**config.mk**
```make
export PLATFORM = sky130hd
export DESIGN_NAME = c_expression_lexer
export DESIGN_NICKNAME = d
export VERILOG_FILES = /design/src/rtl/core/clex_pkg.sv /design/src/rtl/core/clex_step.sv /design/src/rtl/core/c_expression_lexer.sv
export SDC_FILE = /design/constraint.sdc
export NUM_CORES = 1
export LEC_CHECK = 0
export BUFFER_PORTS_ARGS = -buffer_cell sky130_fd_sc_hd__buf_2
export CAP_MARGIN = 0
export CORE_MARGIN = 5
export CORE_UTILIZATION = 40
export CTS_CLUSTER_SIZE = 25
export DETAILED_ROUTE_END_ITERATION = 7
export PLACE_DENSITY = 0.67
export SYNTH_ARGS = -nofsm -noshare
export SYNTH_HDL_FRONTEND = slang
export SYNTH_SLANG_ARGS = --single-unit
```
**constraint.sdc**
```tcl
create_clock -name clk -period 8.4 [get_ports clk]
set_clock_uncertainty 0.2 [all_clocks]
set_input_delay 0.42 -clock clk [delete_from_list [all_inputs] [get_ports clk]]
set_output_delay 0.42 -clock clk [all_outputs]
set_load 0.01 [all_outputs]
```
**src/rtl/core/clex_pkg.sv**
```systemverilog
`default_nettype none

package clex_pkg;

  typedef enum logic [4:0] {
    K_INT  = 5'd0,
    K_PLUS = 5'd1,
    K_MINUS = 5'd2,
    K_MUL  = 5'd3,
    K_DIV  = 5'd4,
    K_MOD  = 5'd5,
    K_EQ   = 5'd6,
    K_NE   = 5'd7,
    K_LT   = 5'd8,
    K_LE   = 5'd9,
    K_GT   = 5'd10,
    K_GE   = 5'd11,
    K_SHL  = 5'd12,
    K_SHR  = 5'd13,
    K_LNOT = 5'd14,
    K_AND  = 5'd15,
    K_LAND = 5'd16,
    K_OR   = 5'd17,
    K_LOR  = 5'd18,
    K_XOR  = 5'd19,
    K_NOT  = 5'd20,
    K_LP   = 5'd21,
    K_RP   = 5'd22,
    K_END  = 5'd23,
    K_ERR  = 5'd24
  } kind_t;

  typedef enum logic [3:0] {
    M_START = 4'd0,
    M_ZERO  = 4'd1,
    M_ZX    = 4'd2,
    M_HEX   = 4'd3,
    M_OCT   = 4'd4,
    M_DEC   = 4'd5,
    M_EQ    = 4'd6,
    M_BANG  = 4'd7,
    M_LT    = 4'd8,
    M_GT    = 4'd9,
    M_AMP   = 4'd10,
    M_PIPE  = 4'd11,
    M_DROP  = 4'd12
  } mode_t;

  localparam int AccW = 64;

  // Outcome of one character: up to two tokens, the second never a literal.
  typedef struct packed {
    logic [1:0]      cnt;
    kind_t           kind0;
    logic [AccW-1:0] val0;
    kind_t           kind1;
    mode_t           mode;
    logic [AccW-1:0] acc;
  } step_res_t;

  typedef struct packed {
    kind_t           kind;
    logic [AccW-1:0] value;
    logic            last;
  } tok_t;

endpackage

`default_nettype wire

```
**src/rtl/core/clex_step.sv**
```systemverilog
`default_nettype none

module clex_step (
  input  clex_pkg::mode_t     mode,
  input  logic [63:0]         acc,
  input  logic [7:0]          c,
  output clex_pkg::step_res_t res
);
  import clex_pkg::*;

  localparam logic [7:0] ChNul   = 8'h00;
  localparam logic [7:0] ChTab   = 8'h09;
  localparam logic [7:0] ChCr    = 8'h0D;
  localparam logic [7:0] ChSpace = 8'h20;
  localparam logic [7:0] ChBang  = 8'h21;
  localparam logic [7:0] ChPct   = 8'h25;
  localparam logic [7:0] ChAmp   = 8'h26;
  localparam logic [7:0] ChLp    = 8'h28;
  localparam logic [7:0] ChRp    = 8'h29;
  localparam logic [7:0] ChStar  = 8'h2A;
  localparam logic [7:0] ChPlus  = 8'h2B;
  localparam logic [7:0] ChMinus = 8'h2D;
  localparam logic [7:0] ChSlash = 8'h2F;
  localparam logic [7:0] Ch0     = 8'h30;
  localparam logic [7:0] Ch1     = 8'h31;
  localparam logic [7:0] Ch7     = 8'h37;
  localparam logic [7:0] Ch9     = 8'h39;
  localparam logic [7:0] ChLt    = 8'h3C;
  localparam logic [7:0] ChEq    = 8'h3D;
  localparam logic [7:0] ChGt    = 8'h3E;
  localparam logic [7:0] ChUpA   = 8'h41;
  localparam logic [7:0] ChUpF   = 8'h46;
  localparam logic [7:0] ChUpX   = 8'h58;
  localparam logic [7:0] ChCaret = 8'h5E;
  localparam logic [7:0] ChLoA   = 8'h61;
  localparam logic [7:0] ChLoF   = 8'h66;
  localparam logic [7:0] ChLoX   = 8'h78;
  localparam logic [7:0] ChPipe  = 8'h7C;
  localparam logic [7:0] ChTilde = 8'h7E;

  logic        is_dig, is_oct, is_alpha_hex, is_hex, is_ws;
  logic [3:0]  hv;
  logic [63:0] dval, hex_acc, oct_acc, dec_acc;

  // begin-of-token path
  logic        b_emit;
  kind_t       b_kind;
  mode_t       b_mode;
  logic [63:0] b_acc_in, b_acc;

  // prefix token when the character closes a pending token
  logic        use_begin, pre_v;
  kind_t       pre_k;
  logic [63:0] pre_val;

  // direct outcome
  logic [1:0]  d_cnt;
  kind_t       d_k0, d_k1;
  mode_t       d_mode;
  logic [63:0] d_acc;

  assign is_dig = (c >= Ch0) && (c <= Ch9);
  assign is_oct = (c >= Ch0) && (c <= Ch7);
  assign is_alpha_hex = ((c >= ChLoA) && (c <= ChLoF)) || ((c >= ChUpA) && (c <= ChUpF));
  assign is_hex = is_dig || is_alpha_hex;
  assign is_ws  = (c == ChSpace) || ((c >= ChTab) && (c <= ChCr));
  // Letters a-f and A-F share their low nibble; add nine to map 1..6 to 10..15.
  assign hv     = is_dig ? c[3:0] : (c[3:0] + 4'd9);
  assign dval   = {60'd0, hv};

  assign hex_acc = {acc[59:0], 4'b0} + dval;
  assign oct_acc = {acc[60:0], 3'b0} + dval;
  assign dec_acc = {acc[60:0], 3'b0} + {acc[62:0], 1'b0} + dval;

  always_comb begin
    b_emit = 1'b0;
    b_kind = K_END;
    b_mode = M_START;
    b_acc  = b_acc_in;
    if (c == ChNul) begin
      b_emit = 1'b1;
      b_kind = K_END;
      b_acc  = '0;
    end else if (c == Ch0) begin
      b_mode = M_ZERO;
      b_acc  = '0;
    end else if ((c >= Ch1) && (c <= Ch9)) begin
      b_mode = M_DEC;
      b_acc  = dval;
    end else if (is_ws) begin
      b_mode = M_START;
    end else begin
      unique case (c)
        ChPlus:  begin b_emit = 1'b1; b_kind = K_PLUS;  end
        ChMinus: begin b_emit = 1'b1; b_kind = K_MINUS; end
        ChStar:  begin b_emit = 1'b1; b_kind = K_MUL;   end
        ChSlash: begin b_emit = 1'b1; b_kind = K_DIV;   end
        ChPct:   begin b_emit = 1'b1; b_kind = K_MOD;   end
        ChCaret: begin b_emit = 1'b1; b_kind = K_XOR;   end
        ChTilde: begin b_emit = 1'b1; b_kind = K_NOT;   end
        ChLp:    begin b_emit = 1'b1; b_kind = K_LP;    end
        ChRp:    begin b_emit = 1'b1; b_kind = K_RP;    end
        ChEq:    b_mode = M_EQ;
        ChBang:  b_mode = M_BANG;
        ChLt:    b_mode = M_LT;
        ChGt:    b_mode = M_GT;
        ChAmp:   b_mode = M_AMP;
        ChPipe:  b_mode = M_PIPE;
        default: begin
          b_emit = 1'b1;
          b_kind = K_ERR;
          b_mode = M_DROP;
          b_acc  = '0;
        end
      endcase
    end
  end

  always_comb begin
    use_begin = 1'b0;
    pre_v     = 1'b0;
    pre_k     = K_INT;
    pre_val   = '0;
    b_acc_in  = acc;
    d_cnt     = 2'd0;
    d_k0      = K_ERR;
    d_k1      = K_END;
    d_mode    = mode;
    d_acc     = acc;
    // An error on the zero byte also closes the expression in the same step.
    if (c == ChNul) begin
      d_cnt  = 2'd2;
      d_mode = M_START;
    end else begin
      d_cnt  = 2'd1;
      d_mode = M_DROP;
    end
    d_acc = '0;

    unique case (mode)
      M_ZERO: begin
        if ((c == ChLoX) || (c == ChUpX)) begin
          d_cnt = 2'd0; d_mode = M_ZX; d_acc = acc;
        end else if (is_oct) begin
          d_cnt = 2'd0; d_mode = M_OCT; d_acc = dval;
        end else if (!is_dig) begin
          use_begin = 1'b1; pre_v = 1'b1; pre_val = acc; b_acc_in = '0;
        end
      end
      M_ZX: begin
        if (is_hex) begin
          d_cnt = 2'd0; d_mode = M_HEX; d_acc = dval;
        end
      end
      M_HEX: begin
        if (is_hex) begin
          d_cnt = 2'd0; d_mode = M_HEX; d_acc = hex_acc;
        end else begin
          use_begin = 1'b1; pre_v = 1'b1; pre_val = acc; b_acc_in = '0;
        end
      end
      M_OCT: begin
        if (is_oct) begin
          d_cnt = 2'd0; d_mode = M_OCT; d_acc = oct_acc;
        end else if (!is_dig) begin
          use_begin = 1'b1; pre_v = 1'b1; pre_val = acc; b_acc_in = '0;
        end
      end
      M_DEC: begin
        if (is_dig) begin
          d_cnt = 2'd0; d_mode = M_DEC; d_acc = dec_acc;
        end else begin
          use_begin = 1'b1; pre_v = 1'b1; pre_val = acc; b_acc_in = '0;
        end
      end
      M_EQ: begin
        if (c == ChEq) begin
          d_cnt = 2'd1; d_k0 = K_EQ; d_mode = M_START; d_acc = acc;
        end
      end
      M_BANG: begin
        if (c == ChEq) begin
          d_cnt = 2'd1; d_k0 = K_NE; d_mode = M_START; d_acc = acc;
        end else begin
          use_begin = 1'b1; pre_v = 1'b1; pre_k = K_LNOT;
        end
      end
      M_LT: begin
        if (c == ChEq) begin
          d_cnt = 2'd1; d_k0 = K_LE; d_mode = M_START; d_acc = acc;
        end else if (c == ChLt) begin
          d_cnt = 2'd1; d_k0 = K_SHL; d_mode = M_START; d_acc = acc;
        end else begin
          use_begin = 1'b1; pre_v = 1'b1; pre_k = K_LT;
        end
      end
      M_GT: begin
        if (c == ChEq) begin
          d_cnt = 2'd1; d_k0 = K_GE; d_mode = M_START; d_acc = acc;
        end else if (c == ChGt) begin
          d_cnt = 2'd1; d_k0 = K_SHR; d_mode = M_START; d_acc = acc;
        end else begin
          use_begin = 1'b1; pre_v = 1'b1; pre_k = K_GT;
        end
      end
      M_AMP: begin
        if (c == ChAmp) begin
          d_cnt = 2'd1; d_k0 = K_LAND; d_mode = M_START; d_acc = acc;
        end else begin
          use_begin = 1'b1; pre_v = 1'b1; pre_k = K_AND;
        end
      end
      M_PIPE: begin
        if (c == ChPipe) begin
          d_cnt = 2'd1; d_k0 = K_LOR; d_mode = M_START; d_acc = acc;
        end else begin
          use_begin = 1'b1; pre_v = 1'b1; pre_k = K_OR;
        end
      end
      M_DROP: begin
        if (c == ChNul) begin
          d_cnt = 2'd1; d_k0 = K_END; d_mode = M_START; d_acc = '0;
        end else begin
          d_cnt = 2'd0; d_mode = M_DROP; d_acc = acc;
        end
      end
      default: use_begin = 1'b1;
    endcase
  end

  always_comb begin
    res.cnt   = d_cnt;
    res.kind0 = d_k0;
    res.val0  = '0;
    res.kind1 = d_k1;
    res.mode  = d_mode;
    res.acc   = d_acc;
    if (use_begin) begin
      res.mode = b_mode;
      res.acc  = b_acc;
      if (pre_v) begin
        res.kind0 = pre_k;
        res.val0  = pre_val;
        res.kind1 = b_kind;
        res.cnt   = b_emit ? 2'd2 : 2'd1;
      end else begin
        res.kind0 = b_kind;
        res.cnt   = b_emit ? 2'd1 : 2'd0;
      end
    end
  end

endmodule

`default_nettype wire

```
**src/rtl/core/c_expression_lexer.sv**
```systemverilog
`default_nettype none

// Channel  Dir  tdata                                       tuser  tlast
// s_axis   in   [7:0] char_code                             -      -
// m_axis   out  [4:0] token_kind, [68:5] token_value, pad   -      last_of_item
//
// One character is taken per cycle; the lexer mode and the 64-bit accumulator
// update in the same cycle, so a character can follow in the next cycle.
// Tokens go into a four-word output queue and leave one word per cycle while m_tready is high.
// s_tready is high while the queue has room for two words, so the input side
// stalls only when a slow consumer lets the queue fill up.
// Reset (rst, synchronous) empties the queue and returns to start of token.
module c_expression_lexer (
  input  logic        clk,
  input  logic        rst,
  input  logic        s_tvalid,
  output logic        s_tready,
  input  logic [7:0]  s_tdata,   // [7:0] char_code
  output logic        m_tvalid,
  input  logic        m_tready,
  output logic [71:0] m_tdata,   // [4:0] token_kind, [68:5] token_value, [71:69] zero
  output logic        m_tlast
);
  import clex_pkg::*;

  localparam int QDepth = 4;
  localparam int PtrW   = $clog2(QDepth);
  localparam int CntW   = $clog2(QDepth + 1);

  mode_t           mode;
  logic [AccW-1:0] acc;
  step_res_t       res;

  tok_t            queue [QDepth];
  logic [PtrW-1:0] wr_ptr, rd_ptr;
  logic [CntW-1:0] cnt, cnt_next;
  logic            s_fire, m_fire;
  logic [CntW-1:0] push_n;
  tok_t            head;

  clex_step u_step (
    .mode (mode),
    .acc  (acc),
    .c    (s_tdata),
    .res  (res)
  );

  assign s_tready = (cnt <= CntW'(QDepth - 2));
  assign s_fire   = s_tvalid && s_tready;
  assign m_tvalid = (cnt != '0);
  assign m_fire   = m_tvalid && m_tready;
  assign push_n   = s_fire ? CntW'(res.cnt) : '0;
  assign cnt_next = cnt + push_n - CntW'(m_fire);

  assign head    = queue[rd_ptr];
  assign m_tdata = {3'b000, head.value, head.kind};
  assign m_tlast = head.last;

  always_ff @(posedge clk) begin
    if (rst) begin
      mode   <= M_START;
      acc    <= '0;
      wr_ptr <= '0;
      rd_ptr <= '0;
      cnt    <= '0;
    end else begin
      if (s_fire) begin
        mode   <= res.mode;
        acc    <= res.acc;
        wr_ptr <= wr_ptr + PtrW'(res.cnt);
      end
      if (m_fire) begin
        rd_ptr <= rd_ptr + 1'b1;
      end
      cnt <= cnt_next;
    end
  end

  // The second word of a character is never a literal, so its value is zero.
  always_ff @(posedge clk) begin
    if (s_fire && (res.cnt != 2'd0)) begin
      queue[wr_ptr] <= '{kind: res.kind0, value: res.val0, last: (res.cnt == 2'd1)};
    end
    if (s_fire && (res.cnt == 2'd2)) begin
      queue[wr_ptr + 1'b1] <= '{kind: res.kind1, value: '0, last: 1'b1};
    end
  end

`ifndef ASSERT_OFF
  a_cnt_bound: assert property (@(posedge clk) disable iff (rst)
    cnt <= CntW'(QDepth))
    else $error("output queue count out of range");

  a_nul_closes: assert property (@(posedge clk) disable iff (rst)
    (s_fire && (s_tdata == 8'h00)) |=> (mode == M_START) && (acc == '0))
    else $error("zero byte did not return the lexer to start of token");

  a_nul_emits: assert property (@(posedge clk) disable iff (rst)
    (s_fire && (s_tdata == 8'h00)) |-> (res.cnt != 2'd0))
    else $error("zero byte produced no end word");

  a_drop_silent: assert property (@(posedge clk) disable iff (rst)
    (s_fire && (mode == M_DROP) && (s_tdata != 8'h00)) |-> (res.cnt == 2'd0))
    else $error("word produced while dropping after an error");

  a_cnt_track: assert property (@(posedge clk) disable iff (rst)
    !s_fire && !m_fire |=> $stable(cnt))
    else $error("queue count changed without a transfer");
`endif

endmodule

`default_nettype wire

```
==> run_results.csv, run 1 <==
group,metric,value,unit
power_and_ir_drop,power_leakage,9.69,nW
clock_tree,cts_setup_buffers,0,
cells_and_area,diodes,0,
detailed_routing,wl_per_cell,22.2,µm
setup_path,startpoint_type,"input port",
timing,finalSetupTns,0,ns
hold_path,min_path_type,"input port to flip-flop",
floorplan,dieArea,0.0617,mm²
floorplan,boundaryPins,87,
cells_and_area,final_common_cell,"nor2_1",
timing,max_freq,0.164,GHz
timing,slew_headroom,20.8,%
synth,ys_seq_area_share,32.3,%
detailed_routing,drtPass1Iterations,6,
cells_and_area,seqCellArea,0.00735,mm²
power_and_ir_drop,cellPowerDensity,213,mW/mm²
clock_tree,clockRootBuffer,"clkbuf_16",
job,drv_cap,0,
cells_and_area,drive_gt1_share,11.2,%
clock_tree,clkLatencyLatePin,0.56,ns
power_and_ir_drop,p_sw,1.87,mW
detailed_routing,drtIter0Drc,2090,
synth,synth-edff-count,20,
global_route,antenna_found_initial,0,
synth,ys.flop_type,"dfxtp_1",
setup_path,critical-path-slowest-cell,"o21ai_1",
detailed_routing,post_drt_via_cell_ratio,6.37,
place,hpwl,50100,µm
cells_and_area,nets,2745,
synth,yosys.area.top_type,"dfxtp_1",
setup_path,crit_chain,"buf_2, inv_1, ha_1, o21ba_2, o21ai_1, inv_1, a31oi_1, xnor2_1, fa_1, fa_1, a211oi_1, nor2_1, o311a_1, nor3_2, a21oi_1, o211ai_1, a21boi_0, o21ai_0, or3b_1, a21oi_1",
place,gp_congestion,0.984,
synth,yosys-top-cells-area,"dfxtp_1, a22oi_1, ha_1, nor2_1, mux4_2",
floorplan,row_count,87,
timing,setup_viol,0,
global_route,grt_max_degree,65,
setup_path,crit_buf_inv,3,
floorplan,die_h,248,µm
timing,rsz0062_at_grt,"false",
clock_tree,clockBufferDepth,3,
setup_path,criticalPathCategory,"input port to flip-flop",
global_route,track_usage,23.5,%
global_route,grt_pass1_wl,117000,µm
detailed_routing,routed_wl,75100,µm
place,dp_cells,3310,
synth,synth_cell_types,100,
synth,ys_warn_count,0,
clock_tree,cts_tree,"yes",
setup_path,max_stage_delay,0.65,ns
cells_and_area,multi_input_area,0.0141,mm²
synth,netlist_area,0.0227,mm²
timing,hold_violations,0,
clock_tree,cts_hold_buf,0,
power_and_ir_drop,swShare,35.7,%
outcome,status,"completed",
synth,synthCells,2701,
detailed_routing,vias,21500,
power_and_ir_drop,comb_power_share,27.8,%
clock_tree,cts_resized,0,
power_and_ir_drop,vdd_drop_max,0.154,mV
timing,finalCritPeriodShare,72.4,%
floorplan,start_util,40.3,%
detailed_routing,drtAntennaViolNets,0,
cells_and_area,most-common-layout-cells,"nor2_1, dfxtp_1, a22oi_1",
detailed_routing,drc,0,
power_and_ir_drop,pwr-share-seq,39.4,%
cells_and_area,fillCellCount,5544,
global_route,first_global_vias,21100,
synth,syn_avg_cell_area,8.41,µm²
global_route,grt-ovfl-total,0,
timing,holdWs,0.154,ns
place,portBuffers,83,
timing,worst_slew_pin_slew,1.19,ns
floorplan,die_w,248,µm
clock_tree,cts_buffers,40,
setup_path,cp_max_fo,13,
setup_path,cp.required,8.68,ns
timing,drv_slew,0,
setup_path,cp_top_family,"compound AO/OA/AOI/OAI gates",
timing,fin_crit,6.08,ns
power_and_ir_drop,clkPwrFrac,32.9,%
cells_and_area,synthToLayoutAreaGrowth,7.97,%
floorplan,core_area,0.0564,mm²
synth,ys_seq_elements,357,
synth,synth-async-reset-ratio,0,%
cells_and_area,finalNonFillerCells,3380,
setup_path,cp_data_arrival_time,6.36,ns
synth,synth_top_area_share,29.7,%
clock_tree,clock-sinks,357,
setup_path,end_kind,"flip-flop",
power_and_ir_drop,internal_power,3.36,mW
clock_tree,clkTransAtPathRegs,0.06,ns
clock_tree,htreeDepth,2,
power by group through the flow:
| stage | combinational (mW) | sequential (mW) | clock, mW |
|---|---|---|---|
| floorplan | 1.17 | 1.94 | 0 |
| global placement | 1.41 | 2.08 | 0 |
| detailed placement | 1.44 | 2.09 | 0 |
| CTS | 1.45 | 2.05 | 1.75 |
| global route | 1.57 | 2.08 | 1.82 |
| finish | 1.45 | 2.06 | 1.72 |
tightest hold or removal path: stages:
cell and delay [ns]:
buf_2 0.14, a222oi_1 0.11, nor2_1 0.09, a21oi_1 0.04
nor2_1 0.07
state kept, by name, summed over array words and instances, names as in the netlist, named ones only:
name	count
rd_ptr	2
wr_ptr	2
acc	64
mode	4
queue	280
cnt	3
metrics by stage:
step	total power, mW	setup WS [ns]	cell area (µm²)	util [%]
floorplan	3.11	3.26	22700	-
global placement	3.49	2.00	23300	41.2
detailed placement	3.53	1.91	23300	41.2
CTS	5.25	2.46	24500	43.5
global route	5.47	2.00	24500	43.5
finish	5.23	2.32	24500	43.5
cell type report:
| cell class | count | share of cell area, % |
|---|---|---|
| multi-input combinational | 2039 | 57.6 |
| clock inverter | 16 | 0.541 |
| tap | 756 | 3.86 |
| clock buffer | 54 | 4.67 |
| sequential | 357 | 30.0 |
| timing repair buffer | 117 | 2.73 |
| inverter | 41 | 0.627 |
synthesized netlist by cell type (25+ instances only):
library cell	count
nor2_1	425
dfxtp_1	337
a22oi_1	299
clkbuf_1	185
nand2_1	182
o21ai_0	137
ha_1	134
a21oi_1	126
nand3_1	74
mux4_2	70
buf_2	53
xnor2_1	50
nand4_1	43
inv_1	39
a21o_1	36
nor3_1	33
xor2_1	31
and3_1	28
a31oi_1	25
o22ai_1	25
routing by layer:
layer  GRT usage, %  wire [µm]  share of wire, %
met5              0          0                 0
met4           7.43       2240               3.0
met3           4.20       6230               8.3
met2           39.4      35300                47
met1           30.9      31300                42
kinds of logic after synthesis:
kind of cell | count (synthesis) | share of synthesized area, %
mux | 78 | 7.32
simple gates | 902 | 18.5
flops | 357 | 32.3
fa+ha+maj | 137 | 7.64
compound gates | 838 | 25.4
other cells | 1 | 0.0165
buf+inv | 307 | 5.69
xor+xnor | 81 | 3.12
path summary, 6_finish.rpt:
path	from	endpoint	slack (ns)	cells after the start
hold / removal	s_tdata[1]	acc[1]	0.15	5
hold reg to reg	queue[1][0]	queue[1][0]	0.29	2
setup reg to reg	mode[0]	queue[3][58]	2.79	13
setup / recovery	s_tdata[0]	acc[60]	2.32	20
No activity file was read; power rests on OpenSTA's default activity.
==> run 2: changes to the inputs <==
--- a/config.mk
+++ b/config.mk
@@ -5,13 +5,14 @@
 export SDC_FILE = /design/constraint.sdc
 export NUM_CORES = 1
 export LEC_CHECK = 0
+export ABC_AREA = 1
 export BUFFER_PORTS_ARGS = -buffer_cell sky130_fd_sc_hd__buf_2
 export CAP_MARGIN = 0
 export CORE_MARGIN = 5
 export CORE_UTILIZATION = 40
 export CTS_CLUSTER_SIZE = 25
 export DETAILED_ROUTE_END_ITERATION = 7
-export PLACE_DENSITY = 0.67
+export PLACE_DENSITY = 0.68
 export SYNTH_ARGS = -nofsm -noshare
 export SYNTH_HDL_FRONTEND = slang
 export SYNTH_SLANG_ARGS = --single-unit
==> constraint.sdc (replaced) <==
create_clock -name clk -period 5.3 [get_ports clk]
set_clock_uncertainty 0.2 [all_clocks]
set_input_delay 0.265 -clock clk [delete_from_list [all_inputs] [get_ports clk]]
set_output_delay 0.265 -clock clk [all_outputs]
set_load 0.01 [all_outputs]
==> run 2 against run 1 <==
Effect of this change:
- non-clock buffer count grew 17
- critical endpoint is now acc[62]
- critical path depth is 8 higher
- count of clock-buffer cells in the layout grew 2
- area after synthesis up 19%
==> run_results.csv, run 2 <==
group,metric,value,unit
detailed_routing,wl_per_cell,19.1,µm
cells_and_area,nets,4591,
global_route,grt_pass1_wl,156000,µm
clock_tree,clkLatencyLatePin,0.56,ns
clock_tree,clockRootBuffer,"clkbuf_16",
synth,post-synth-top-count-cell,"nand2_1",
power_and_ir_drop,cellPowerDensity,503,mW/mm²
timing,slew_headroom,20.4,%
cells_and_area,finish.utilization,43.4,%
synth,synth_top_family_by_area,"simple AND/OR/NAND/NOR gates",
detailed_routing,routed_wl,102000,µm
global_route,antenna_found_initial,0,
setup_path,cp_data_arrival_time,5.16,ns
timing,hold_violations,0,
cells_and_area,synthToLayoutAreaGrowth,8.03,%
outcome,status,"completed",
setup_path,criticalPathCategory,"input port to flip-flop",
synth,yosys.area.top_type,"dfxtp_1",
setup_path,cp_max_fo,8,
clock_tree,clockBufferDepth,3,
timing,finalSetupTns,0,ns
global_route,first_global_vias,27000,
floorplan,core_area,0.0670,mm²
place,gp_congestion,1.01,
synth,yosys.area_share.simple,37.5,%
cells_and_area,drive_gt1_share,5.50,%
global_route,grt_max_degree,127,
job,drv_cap,0,
floorplan,start_util,40.2,%
power_and_ir_drop,vdd_drop_max,0.418,mV
detailed_routing,drtIter0Drc,3745,
synth,synth_xor_area_share,0.747,%
detailed_routing,drtAntennaViolNets,0,
setup_path,end_kind,"flip-flop",
synth,synth_top_area_share,25.0,%
floorplan,boundaryPins,87,
clock_tree,cts_buffers,41,
cells_and_area,reg.largest.list,"queue (280), acc (64), mode (4)",
timing,fin_crit,4.91,ns
floorplan,die_h,270,µm
synth,ys.flop_type,"dfxtp_1",
synth,synth_fa_ha_area_share,6.44,%
detailed_routing,post_drt_via_cell_ratio,5.64,
synth,ys_seq_elements,357,
detailed_routing,vias,30100,
hold_path,min_path_type,"input port to flip-flop",
cells_and_area,top_register,"queue",
synth,synthCells,4500,
timing,holdWs,0.0642,ns
detailed_routing,drtPass1Iterations,6,
floorplan,die_w,270,µm
clock_tree,htreeDepth,2,
synth,synth-edff-count,20,
timing,rsz0062_at_grt,"false",
synth,ys_seq_area_share,27.3,%
synth,synth_mux_area_share,0,%
cells_and_area,most-common-layout-cells,"nand2_1, nor2_1, inv_1",
clock_tree,cts_tree,"yes",
detailed_routing,drc,0,
synth,yosys-top-cells-area,"dfxtp_1, nand2_1, nor2_1, nand3_1, a21oi_1",
clock_tree,clkTransAtPathRegs,0.06,ns
synth,ys_warn_count,0,
synth,synth_cell_types,53,
power_and_ir_drop,power_leakage,14.0,nW
cells_and_area,final_common_cell,"nand2_1",
setup_path,startpoint_type,"input port",
setup_path,r2r_start,"mode[2]",
clock_tree,cts_setup_buffers,0,
synth,synth-async-reset-ratio,0,%
floorplan,row_count,95,
timing,finalCritPeriodShare,92.6,%
floorplan,dieArea,0.0727,mm²
timing,max_freq,0.204,GHz
synth,syn_avg_cell_area,5.99,µm²
synth,netlist_top_cells_count,"nand2_1, nor2_1, inv_1",
setup_path,cp.required,5.55,ns
global_route,grt-ovfl-total,0,
timing,drv_slew,0,
timing,worst_slew_pin_slew,1.19,ns
place,hpwl,71600,µm
global_route,track_usage,26.4,%
setup_path,crit_path_start,"s_tdata[1]",
timing,setup_viol,0,
hold_path,hold_path_startpoint,"rst",
synth,netlist_area,0.0270,mm²
clock_tree,clock-sinks,357,
synth,synth_compound_gate_area_share,17.2,%
cells_and_area,diodes,0,
place,portBuffers,83,
cells_and_area,largest_reg_flops,280,
==> run 2: cell types whose count changed after synthesis, moves of 31 or more <==
cell	delta
inv_1	+410
a21o_1	-33
o22ai_1	+50
nor2_1	+423
nand2_1	+775
o21ai_0	+205
mux4_2	-70
a22oi_1	-297
xnor2_1	-42
nor3_1	+31
nand3_1	+364
clkbuf_1	-48
a21oi_1	+237
==> run 2: worst max-delay path: stages <==
cell           delay [ns]
dlygate4sd3_1        0.54
buf_2                0.17
inv_1                0.10
ha_1                 0.25
inv_1                0.08
nor2_1               0.18
nand2_2              0.10
nand2_1              0.08
nand2_2              0.11
nand2_1              0.10
xor2_1               0.17
inv_1                0.06
ha_1                 0.27
ha_1                 0.33
fa_1                 0.32
nand3_1              0.10
nand2_1              0.17
a21oi_1              0.12
o21ai_0              0.63
nand2_1              0.18
nand2_1              0.21
nand2_1              0.15
nand2_1              0.10
nand2_1              0.05
nand3_1              0.07
nand3_1              0.09
nor2_1               0.10
nor2_1               0.04
==> run 2: worst paths after layout <==
path	slack, ns	cells after the start	end
worst min-delay path	0.06	2	cnt[1]
worst max-delay path	0.39	28	acc[62]
worst min register to register	0.25	2	flip-flop
worst max register to register	1.39	19	queue[0][15]
==> run 2: final cells by class <==
type | instances | area (µm²)
Fill cell | 7312 | 37900
Multi-Input combinational cell | 3451 | 16700
Sequential cell | 357 | 7350
Inverter | 457 | 1720
Clock buffer | 56 | 1150
Tap cell | 873 | 1090
Timing Repair Buffer | 134 | 948
Clock inverter | 16 | 128
==> run 2: cell families (layout without fill, tap and decap cells) <==
family / Yosys count / after routing
AND/OR/NAND/NOR: 2422 / 2422
AO/OA/AOI/OAI: 866 / 866
buffers and inverters: 694 / 663
flip-flops: 357 / 357
adder cells (fa/ha/maj): 137 / 137
XOR/XNOR: 23 / 23
other: 1 / 3
==> run 2: power breakdown <==
group / switching, mW / internal (mW)
registers: 0.753 / 3.95
clock network: 1.22 / 1.57
logic: 4.82 / 2.34
==> run 2: repair_timing <==
action / CTS / global route
hold buffers: 5 / 0
gates resized for setup: 0 / 1
endpoints found under the setup margin: 0 / 1
endpoints found under the hold margin: 8 / 0
==> run 2: per-stage QoR <==
stage	power (mW)	area [µm²]	setup WS [ns]	std cells
2_1_floorplan	9.91	27000	1.44	4502
3_3_place_gp	11.7	27800	0.435	5267
3_5_place_dp	11.8	27800	0.409	5267
4_1_cts	14.6	29100	0.428	5344
5_1_grt	15.8	29100	0.0226	5344
6_report	14.7	29100	0.394	5344
==> run 2: metal layers <==
metal / up-vias / part of all wire (%) / global-route usage [%]
li1: 14600 / - / -
met1: 13800 / 44 / 37.9
met2: 1490 / 43 / 40.9
met3: 205 / 10 / 3.91
met4: 0 / 3.4 / 8.39
met5: - / 0 / 0
